--- src/rtl/mfd_pkg.sv ---
// Shared types, constants and the CRC-32 byte update for the marker frame deframer.
package mfd_pkg;

   // Framing geometry
   localparam int WinLen    = 14;
   localparam int MarkLen   = 10;
   localparam int HeaderLen = 7;
   localparam int FillW     = $clog2(WinLen + 1);
   localparam int PcountW   = 14;
   localparam logic [PcountW-1:0] PcountTop = '1;

   // Sample limits
   localparam int MaxSamples = 4096;
   localparam int KeptW      = 13;
   localparam int IndexW     = 12;

   // Result queue
   localparam int QueueDepth = 4;
   localparam int QueuePtrW  = $clog2(QueueDepth);
   localparam int QueueCntW  = $clog2(QueueDepth + 1);

   // CRC-32, reflected
   localparam logic [31:0] CrcPoly = 32'hEDB88320;
   localparam logic [31:0] CrcInit = 32'hFFFFFFFF;

   localparam logic [7:0] MarkPattern [MarkLen] = '{
      8'h00, 8'h01, 8'h00, 8'h01, 8'h00, 8'h01, 8'h00, 8'h01, 8'h00, 8'h01
   };

   typedef enum logic {
      KIND_SAMPLE = 1'b0,
      KIND_END    = 1'b1
   } kind_type;

   typedef enum logic [1:0] {
      STATUS_OK       = 2'd0,
      STATUS_CRC_BAD  = 2'd1,
      STATUS_SHORT    = 2'd2,
      STATUS_OVERFLOW = 2'd3
   } status_type;

   typedef struct packed {
      kind_type           kind;
      logic [IndexW-1:0]  sample_index;
      logic signed [15:0] sample_value;
      logic [31:0]        frame_stamp;
      logic [7:0]         probe_type;
      logic [15:0]        encoder_position;
      logic [KeptW-1:0]   sample_count;
      status_type         frame_status;
      logic               last;
   } result_type;

   // Fold one byte into the running CRC register, LSB first
   function automatic logic [31:0] crc_byte(input logic [31:0] crc, input logic [7:0] data);
      logic [31:0] c;
      c = crc ^ {24'd0, data};
      for (int k = 0; k < 8; k++) begin
         c = c[0] ? ((c >> 1) ^ CrcPoly) : (c >> 1);
      end
      return c;
   endfunction

endpackage

--- src/rtl/mfd_core.sv ---
// Deframer datapath: delay window, marker match, header capture, samples and CRC check.
module mfd_core (
   input  logic                   clock,
   input  logic                   reset,
   input  logic                   accept,
   input  logic [7:0]             data_byte,
   output logic                   sample_push,
   output mfd_pkg::result_type    sample_res,
   output logic                   end_push,
   output mfd_pkg::result_type    end_res
);

   logic [7:0]                  win_ff [mfd_pkg::WinLen];
   logic [7:0]                  win_in [mfd_pkg::WinLen];
   logic [mfd_pkg::FillW-1:0]   fill_ff, fill_in, fill_step;
   logic                        in_frame_ff, in_frame_in;
   logic [mfd_pkg::PcountW-1:0] pcount_ff, pcount_in, pcount_step;
   logic [31:0]                 stamp_ff, stamp_in, stamp_step;
   logic [7:0]                  probe_ff, probe_in, probe_step;
   logic [15:0]                 enc_ff, enc_in, enc_step;
   logic [7:0]                  hold_ff, hold_in, hold_step;
   logic [mfd_pkg::KeptW-1:0]   kept_ff, kept_in, kept_step;
   logic [31:0]                 crc_ff, crc_in, crc_step;
   logic                        ovf_ff, ovf_in, ovf_step;

   logic       take;
   logic [7:0] old_byte;
   logic       mark_hit;
   logic       too_short;
   logic [31:0] got_crc;
   mfd_pkg::status_type status;

   // Shift the window and bump the fill count
   always_comb begin
      for (int i = 0; i < mfd_pkg::WinLen - 1; i++) begin
         win_in[i] = win_ff[i+1];
      end
      win_in[mfd_pkg::WinLen-1] = data_byte;
      fill_step = (fill_ff < mfd_pkg::FillW'(mfd_pkg::WinLen)) ? fill_ff + 1'b1 : fill_ff;
   end

   // Consume the byte leaving the window
   assign old_byte = win_ff[0];
   assign take     = (fill_ff == mfd_pkg::FillW'(mfd_pkg::WinLen)) && in_frame_ff;

   always_comb begin
      stamp_step  = stamp_ff;
      probe_step  = probe_ff;
      enc_step    = enc_ff;
      hold_step   = hold_ff;
      kept_step   = kept_ff;
      ovf_step    = ovf_ff;
      crc_step    = crc_ff;
      pcount_step = pcount_ff;
      sample_push = 1'b0;
      if (take) begin
         crc_step = mfd_pkg::crc_byte(crc_ff, old_byte);
         if (pcount_ff < mfd_pkg::PcountW'(4)) begin
            stamp_step = {stamp_ff[23:0], old_byte};
         end else if (pcount_ff == mfd_pkg::PcountW'(4)) begin
            probe_step = old_byte;
         end else if (pcount_ff < mfd_pkg::PcountW'(mfd_pkg::HeaderLen)) begin
            enc_step = {enc_ff[7:0], old_byte};
         end else if (pcount_ff[0]) begin
            // odd count after a seven-byte header: high byte of a sample
            hold_step = old_byte;
         end else if (kept_ff < mfd_pkg::KeptW'(mfd_pkg::MaxSamples)) begin
            sample_push = 1'b1;
            kept_step   = kept_ff + 1'b1;
         end else begin
            ovf_step = 1'b1;
         end
         // saturate near the top, keeping the high/low alternation
         pcount_step = (pcount_ff == mfd_pkg::PcountTop) ? pcount_ff - 1'b1
                                                        : pcount_ff + 1'b1;
      end
   end

   // Match the marker at the tail of the window
   always_comb begin
      mark_hit = (fill_step >= mfd_pkg::FillW'(mfd_pkg::MarkLen));
      for (int i = 0; i < mfd_pkg::MarkLen; i++) begin
         if (win_in[mfd_pkg::WinLen-mfd_pkg::MarkLen+i] != mfd_pkg::MarkPattern[i]) begin
            mark_hit = 1'b0;
         end
      end
   end

   // Judge the frame that the marker closes
   assign got_crc   = {win_in[0], win_in[1], win_in[2], win_in[3]};
   assign too_short = (fill_step != mfd_pkg::FillW'(mfd_pkg::WinLen)) ||
                      (pcount_step < mfd_pkg::PcountW'(mfd_pkg::HeaderLen));

   always_comb begin
      if (too_short) begin
         status = mfd_pkg::STATUS_SHORT;
      end else if (got_crc != ~crc_step) begin
         status = mfd_pkg::STATUS_CRC_BAD;
      end else if (ovf_step) begin
         status = mfd_pkg::STATUS_OVERFLOW;
      end else begin
         status = mfd_pkg::STATUS_OK;
      end
   end

   assign end_push = mark_hit && in_frame_ff;

   // Build the result beats
   always_comb begin
      sample_res              = '0;
      sample_res.kind         = mfd_pkg::KIND_SAMPLE;
      sample_res.sample_index = kept_ff[mfd_pkg::IndexW-1:0];
      sample_res.sample_value = {hold_ff, old_byte};
      sample_res.frame_status = mfd_pkg::STATUS_OK;
      sample_res.last         = !end_push;

      end_res                  = '0;
      end_res.kind             = mfd_pkg::KIND_END;
      end_res.frame_stamp      = stamp_step;
      end_res.probe_type       = probe_step;
      end_res.encoder_position = enc_step;
      end_res.sample_count     = kept_step;
      end_res.frame_status     = status;
      end_res.last             = 1'b1;
   end

   // Clear frame state on every marker
   always_comb begin
      in_frame_in = in_frame_ff;
      fill_in     = fill_step;
      pcount_in   = pcount_step;
      stamp_in    = stamp_step;
      probe_in    = probe_step;
      enc_in      = enc_step;
      hold_in     = hold_step;
      kept_in     = kept_step;
      crc_in      = crc_step;
      ovf_in      = ovf_step;
      if (mark_hit) begin
         in_frame_in = 1'b1;
         fill_in     = '0;
         pcount_in   = '0;
         stamp_in    = '0;
         probe_in    = '0;
         enc_in      = '0;
         hold_in     = '0;
         kept_in     = '0;
         crc_in      = mfd_pkg::CrcInit;
         ovf_in      = 1'b0;
      end
   end

   // Hold the window bytes; fill gates every read of them
   always_ff @(posedge clock) begin
      if (accept) begin
         for (int i = 0; i < mfd_pkg::WinLen; i++) begin
            win_ff[i] <= win_in[i];
         end
      end
   end

   // Advance frame state per accepted beat
   always_ff @(posedge clock) begin
      if (reset) begin
         fill_ff     <= '0;
         in_frame_ff <= 1'b0;
         pcount_ff   <= '0;
         stamp_ff    <= '0;
         probe_ff    <= '0;
         enc_ff      <= '0;
         hold_ff     <= '0;
         kept_ff     <= '0;
         crc_ff      <= mfd_pkg::CrcInit;
         ovf_ff      <= 1'b0;
      end else if (accept) begin
         fill_ff     <= fill_in;
         in_frame_ff <= in_frame_in;
         pcount_ff   <= pcount_in;
         stamp_ff    <= stamp_in;
         probe_ff    <= probe_in;
         enc_ff      <= enc_in;
         hold_ff     <= hold_in;
         kept_ff     <= kept_in;
         crc_ff      <= crc_in;
         ovf_ff      <= ovf_in;
      end
   end

   // Window fill never passes its depth
   a_fill_bound: assert property (@(posedge clock) disable iff (reset)
      fill_ff <= mfd_pkg::FillW'(mfd_pkg::WinLen))
      else $error("window fill out of range");

   // Samples come only from inside a frame
   a_sample_in_frame: assert property (@(posedge clock) disable iff (reset)
      sample_push |-> in_frame_ff && (pcount_ff >= mfd_pkg::PcountW'(mfd_pkg::HeaderLen)))
      else $error("sample outside frame payload");

   // Kept count never exceeds the sample limit
   a_kept_bound: assert property (@(posedge clock) disable iff (reset)
      kept_ff <= mfd_pkg::KeptW'(mfd_pkg::MaxSamples))
      else $error("kept samples over limit");

   // A marker always restarts the window
   a_mark_restart: assert property (@(posedge clock) disable iff (reset)
      accept && mark_hit |=> fill_ff == '0 && in_frame_ff)
      else $error("marker did not restart frame");

endmodule

--- src/rtl/mfd_rsp_fifo.sv ---
// Small result queue: up to two beats written per cycle, one beat read.
module mfd_rsp_fifo (
   input  logic                clock,
   input  logic                reset,
   input  logic                push_a,
   input  mfd_pkg::result_type data_a,
   input  logic                push_b,
   input  mfd_pkg::result_type data_b,
   output logic                room_two,
   output logic                out_valid,
   input  logic                out_stall,
   output mfd_pkg::result_type out_data
);

   mfd_pkg::result_type          mem_ff [mfd_pkg::QueueDepth];
   logic [mfd_pkg::QueuePtrW-1:0] wr_ptr_ff, wr_ptr_in, rd_ptr_ff, rd_ptr_in;
   logic [mfd_pkg::QueueCntW-1:0] count_ff, count_in;
   logic [mfd_pkg::QueuePtrW-1:0] b_addr;
   logic                          pop;

   assign pop       = out_valid && !out_stall;
   assign out_valid = (count_ff != '0);
   assign out_data  = mem_ff[rd_ptr_ff];
   assign room_two  = (count_ff <= mfd_pkg::QueueCntW'(mfd_pkg::QueueDepth - 2));
   assign b_addr    = wr_ptr_ff + mfd_pkg::QueuePtrW'(push_a);

   // Advance pointers and occupancy
   always_comb begin
      wr_ptr_in = wr_ptr_ff + mfd_pkg::QueuePtrW'(push_a) + mfd_pkg::QueuePtrW'(push_b);
      rd_ptr_in = rd_ptr_ff + mfd_pkg::QueuePtrW'(pop);
      count_in  = count_ff + mfd_pkg::QueueCntW'(push_a) + mfd_pkg::QueueCntW'(push_b)
                  - mfd_pkg::QueueCntW'(pop);
   end

   always_ff @(posedge clock) begin
      if (reset) begin
         wr_ptr_ff <= '0;
         rd_ptr_ff <= '0;
         count_ff  <= '0;
      end else begin
         wr_ptr_ff <= wr_ptr_in;
         rd_ptr_ff <= rd_ptr_in;
         count_ff  <= count_in;
      end
   end

   // Store beats in order
   always_ff @(posedge clock) begin
      if (push_a) begin
         mem_ff[wr_ptr_ff] <= data_a;
      end
      if (push_b) begin
         mem_ff[b_addr] <= data_b;
      end
   end

   // Occupancy stays within depth
   a_count_bound: assert property (@(posedge clock) disable iff (reset)
      count_ff <= mfd_pkg::QueueCntW'(mfd_pkg::QueueDepth))
      else $error("result queue overflow");

   // Pushes only land when there was room for both
   a_push_room: assert property (@(posedge clock) disable iff (reset)
      (push_a || push_b) |-> room_two)
      else $error("push without room");

   // Pointers and count agree
   a_ptr_count: assert property (@(posedge clock) disable iff (reset)
      (count_ff == '0 || count_ff == mfd_pkg::QueueCntW'(mfd_pkg::QueueDepth))
      == (wr_ptr_ff == rd_ptr_ff))
      else $error("queue pointers disagree with count");

endmodule

--- src/rtl/marker_framed_packet_deframer_crc32.sv ---
// Top level of the marker framed deframer with CRC-32 check.
// Takes one stream byte per cycle and answers with sample beats and frame-end beats.
// A byte is treated as frame data only after 14 more bytes have arrived, so samples
// trail the stream by 14 bytes; the frame-end beat for a frame appears when the
// closing 00 01 x5 marker completes. Results are registered in a four-beat result
// queue and show on the rsp_ port from its head. The block takes a new byte every
// cycle as long as the queue has room for two beats (a byte can cause a sample and
// a frame end together); req_stall rises only when the result side holds off long
// enough for three or more beats to wait in the queue.
module marker_framed_packet_deframer_crc32 (
   input  logic                       clock,
   input  logic                       reset,
   input  logic                       req_valid,
   output logic                       req_stall,
   input  logic [7:0]                 req_data_byte,
   output logic                       rsp_valid,
   input  logic                       rsp_stall,
   output logic                       rsp_kind,
   output logic [11:0]                rsp_sample_index,
   output logic signed [15:0]         rsp_sample_value,
   output logic [31:0]                rsp_frame_stamp,
   output logic [7:0]                 rsp_probe_type,
   output logic [15:0]                rsp_encoder_position,
   output logic [12:0]                rsp_sample_count,
   output logic [1:0]                 rsp_frame_status,
   output logic                       rsp_last
);

   logic                accept;
   logic                room_two;
   logic                sample_push, end_push;
   mfd_pkg::result_type sample_res, end_res, head;

   // Take a beat only when the queue can absorb two results
   assign req_stall = !room_two;
   assign accept    = req_valid && !req_stall;

   mfd_core u_core (
      .clock       (clock),
      .reset       (reset),
      .accept      (accept),
      .data_byte   (req_data_byte),
      .sample_push (sample_push),
      .sample_res  (sample_res),
      .end_push    (end_push),
      .end_res     (end_res)
   );

   mfd_rsp_fifo u_fifo (
      .clock     (clock),
      .reset     (reset),
      .push_a    (accept && sample_push),
      .data_a    (sample_res),
      .push_b    (accept && end_push),
      .data_b    (end_res),
      .room_two  (room_two),
      .out_valid (rsp_valid),
      .out_stall (rsp_stall),
      .out_data  (head)
   );

   // Unpack the head beat onto the result ports
   assign rsp_kind             = head.kind;
   assign rsp_sample_index     = head.sample_index;
   assign rsp_sample_value     = head.sample_value;
   assign rsp_frame_stamp      = head.frame_stamp;
   assign rsp_probe_type       = head.probe_type;
   assign rsp_encoder_position = head.encoder_position;
   assign rsp_sample_count     = head.sample_count;
   assign rsp_frame_status     = head.frame_status;
   assign rsp_last             = head.last;

endmodule

--- config.mk ---
export PLATFORM = sky130hd
export DESIGN_NAME = marker_framed_packet_deframer_crc32
export DESIGN_NICKNAME = d
export VERILOG_FILES = /design/src/rtl/mfd_pkg.sv /design/src/rtl/mfd_core.sv /design/src/rtl/mfd_rsp_fifo.sv /design/src/rtl/marker_framed_packet_deframer_crc32.sv
export SDC_FILE = /design/constraint.sdc
export NUM_CORES = 1
export LEC_CHECK = 0
export CORE_UTILIZATION = 45
export DETAILED_ROUTE_END_ITERATION = 10
export DONT_BUFFER_PORTS = 1
export HOLD_SLACK_MARGIN = 0.03
export PLACE_DENSITY_LB_ADDON = 0.3
export REMOVE_ABC_BUFFERS = 1
export SYNTH_ARGS = -nofsm -noshare
export SYNTH_HDL_FRONTEND = slang
export SYNTH_HIERARCHICAL = 1
export SYNTH_SLANG_ARGS = --single-unit
--- constraint.sdc ---
create_clock -name clock -period 12.1 [get_ports clock]
set_clock_uncertainty 0.15 [all_clocks]
set_input_delay 1.21 -clock clock [delete_from_list [all_inputs] [get_ports clock]]
set_output_delay 1.21 -clock clock [all_outputs]
set_load 0.01 [all_outputs]
==> impl_metrics.ini <==
[clock_network]
clock_path_buffers = 3
cts_hold_buf = 0
cts_tree = built
clock_latency_ns = 0.62
path_clk_slew_ns = 0.06
htreeDepth = 3
cts_sinks = 652
cts_resized = 0
cts_inserted_buffers = 71
cts-root-buf = clkbuf_16
post_cts_buffers = 0

[logic_synthesis]
syn_inst = 2232
seq_area_frac_synth = 0.5625
ys_warn_count = 6
synth_fa_ha_area_frac = 0.009581
synth_cell_types = 74
synth_ff_type = edfxtp_1
synth_seq_cells = 652
synthSimpleGateAreaFrac = 0.05412
synth_edf_count = 516
synth_compound_area_frac = 0.04207
async_flop_share = 0
synthXorXnorAreaFrac = 0.04431
synth.avg_cell_area_um2 = 14.51
syn-cell-area_mm2 = 0.03239
synth_top_family_by_area = multiplexers
muxShareOfSynthArea = 0.2339

[sta]
setup_ws_ns = 6.284
setup-tns-final_ns = 0
setup_viol = 0
worst_pin_slew_ns = 1.204
hold_violations = 0
rsz0062_at_grt = no
report.final.slew_viol_count = 0
finalCriticalPeriod_ns = 5.816
fmax_mhz = 171.9
period_share = 0.4806
relSlewSlack = 0.1974

[routing]
vias = 18000
drc_errors = 0
routed_wl_mm = 74.03
drt_iter0_markers = 1278
avgRoutedWirePerCell_um = 23.31
firstDrtPassIters = 5
antenna_left = 0
viasPerCell = 5.669

[pwr]
power_mw = 6.081
p_per_area_mw_per_mm2 = 173.8
p_clk_frac = 0.365
power.internal_mw = 4.391
p_switching_mw = 1.689
pwr-share-seq = 0.451
switching_share = 0.2778
p_comb_frac = 0.184
vdd_drop_max_mv = 0.1444
p_leak_nw = 11.48

[worst_setup_path]
cp.required_ns = 12.31
cp_cell_sequence = nor4_1 > nand4_1 > nor4_1 > nand2_2 > buf_4 > clkinv_1 > nand2_1 > inv_1 > and3_1 > nand2_1 > nor2_4 > buf_4 > buf_4 > mux2_2
slowest_delay_ns = 0.82
critPathMostFrequentCell = buf_4
cp.arrival_ns = 6.03
crit_type = in -> reg
cp_max_fo = 53
start_kind = input pin
cp_slowest_cell = buf_4
end_kind = flop

[grt]
track_usage = 0.2025
grt_start_max_net_pins = 103
antenna_found_initial = 0
grt_pass1_vias = 18771
overflow = 0
grt_pass1_wl_mm = 113.4

[placed_design]
hpwl_mm = 43.13
gp_congestion = 0.8405
portBuffers = 0
dpl_worst_slack_ns = 5.708

[status]
outcome = finished, final reports clean

[run]
max_cap_violations = 0

[floorplan]
dieWidth_um = 270.3
core_region_area_mm2 = 0.07064
dieArea_mm2 = 0.07305
fp.dieH_um = 270.3
ios = 115
start_util = 0.4585
num_rows = 97

[layout]
antenna_cells = 0
num-nets-final = 2213
drive_gt1_frac = 0.3159
area_growth_pct = 8.040
mostFrequentLayoutCells = 516 x edfxtp_1, 439 x mux2_2, 134 x dfxtp_1, 131 x nand2_1, 102 x conb_1
final_common_cell = edfxtp_1

[worst_hold_path]
hp-class = reg -> reg
## routing by layer
metal	track usage	wire, um	vias up
li1	-	-	8231
met1	0.2613	31570	9234
met2	0.3454	36820	442
met3	0.04641	4389	93
met4	0.04668	1250	0
met5	0	0	-
## metrics by stage
stage | instances | util | hold WS, ns | instance area, um2
3_3_place_gp | 3045 | 0.4615 | 0.2775 | 32600
3_5_place_dp | 3045 | 0.4615 | 0.2774 | 32600
2_1_floorplan | 2081 | - | 0.2676 | 31100
5_1_grt | 3175 | 0.4954 | 0.3118 | 34990
4_1_cts | 3175 | 0.4954 | 0.2916 | 34990
6_report | 3175 | 0.4954 | 0.2896 | 34990
## worst paths after layout
kind	start	endpoint	slack, ns	depth (start not counted)
max	req_data_byte[1]	u_fifo/mem_ff[3][97]	6.28	14
min	u_core/win_ff[1][16]	u_core/win_ff[1][8]	0.29	0
max reg2reg	u_core/win_ff[1][42]	u_fifo/mem_ff[3][97]	6.44	14
min reg2reg	u_core/win_ff[1][16]	u_core/win_ff[1][8]	0.29	0
## state kept, by name, indices dropped and copies added, names as in the netlist
register	flops
u_fifo/mem_ff	404
u_core/win_ff	112
u_core/crc_ff	32
u_core/stamp_ff	32
u_core/enc_ff	16
u_core/pcount_ff	14
u_core/kept_ff	13
u_core/hold_ff	8
u_core/probe_ff	8
u_core/fill_ff	4
u_fifo/count_ff	3
u_fifo/rd_ptr_ff	2
u_fifo/wr_ptr_ff	2
u_core/in_frame_ff	1
u_core/ovf_ff	1
## final cells by class
type | count | area, um2
timing repair buffer | 24 | 180.2
tap | 940 | 1176
clock buffer | 101 | 2022
inverter | 17 | 65.06
clock inverter | 29 | 372.9
sequential | 652 | 18230
fill | 5961 | 35640
multi-input combinational | 1412 | 12950
## cell families after synthesis
logic type,count (synthesis)
AOI/OAI and AO/OA,209
xor gates and xnor gates,128
adders and majority gates,23
buffers and inverters,268
DFF,652
muxes,573
other,2
and+or+nand+nor,377
## synth_stat cells, drive strengths merged, types with 3 or more instances
cell type	instances	share of area
nor4	22	0.0044
nand2b	5	0.00097
xnor3	8	0.0056
edfxtp	516	0.48
xor2	43	0.013
mux4	101	0.070
o22ai	4	0.00077
a21oi	76	0.012
nand3	64	0.0099
or3	4	0.00077
a211oi	3	0.00070
o21ai	21	0.0034
fa	3	0.0019
a31oi	6	0.0012
nor4b	6	0.0018
mux2	461	0.16
nor3	12	0.0019
nor2	89	0.010
nor2b	7	0.0014
mux2i	11	0.0034
nand2	133	0.015
dfxtp	136	0.084
a22oi	47	0.011
o211ai	20	0.0046
nand4	17	0.0033
and3	8	0.0015
buf	192	0.044
and4	3	0.00081
ha	20	0.0077
inv	16	0.0019
a21o	5	0.0012
xnor2	76	0.025
clkbuf	59	0.0068
## worst max-delay path: cells and delay by family
family | cells | cell delay [ns]
buf+inv | 5 | 2.12
simple gates | 8 | 2.14
mux | 1 | 0.42
## power groups by stage
stage / registers [mW] / clock network, mW / logic (mW)
6_report: 2.74 / 2.22 / 1.12
5_1_grt: 2.76 / 2.35 / 1.20
4_1_cts: 2.75 / 2.27 / 1.13
3_5_place_dp: 2.79 / 0 / 1.12
3_3_place_gp: 2.79 / 0 / 1.11
2_1_floorplan: 2.78 / 0 / 0.819
Power figures use the tool's default switching activity.
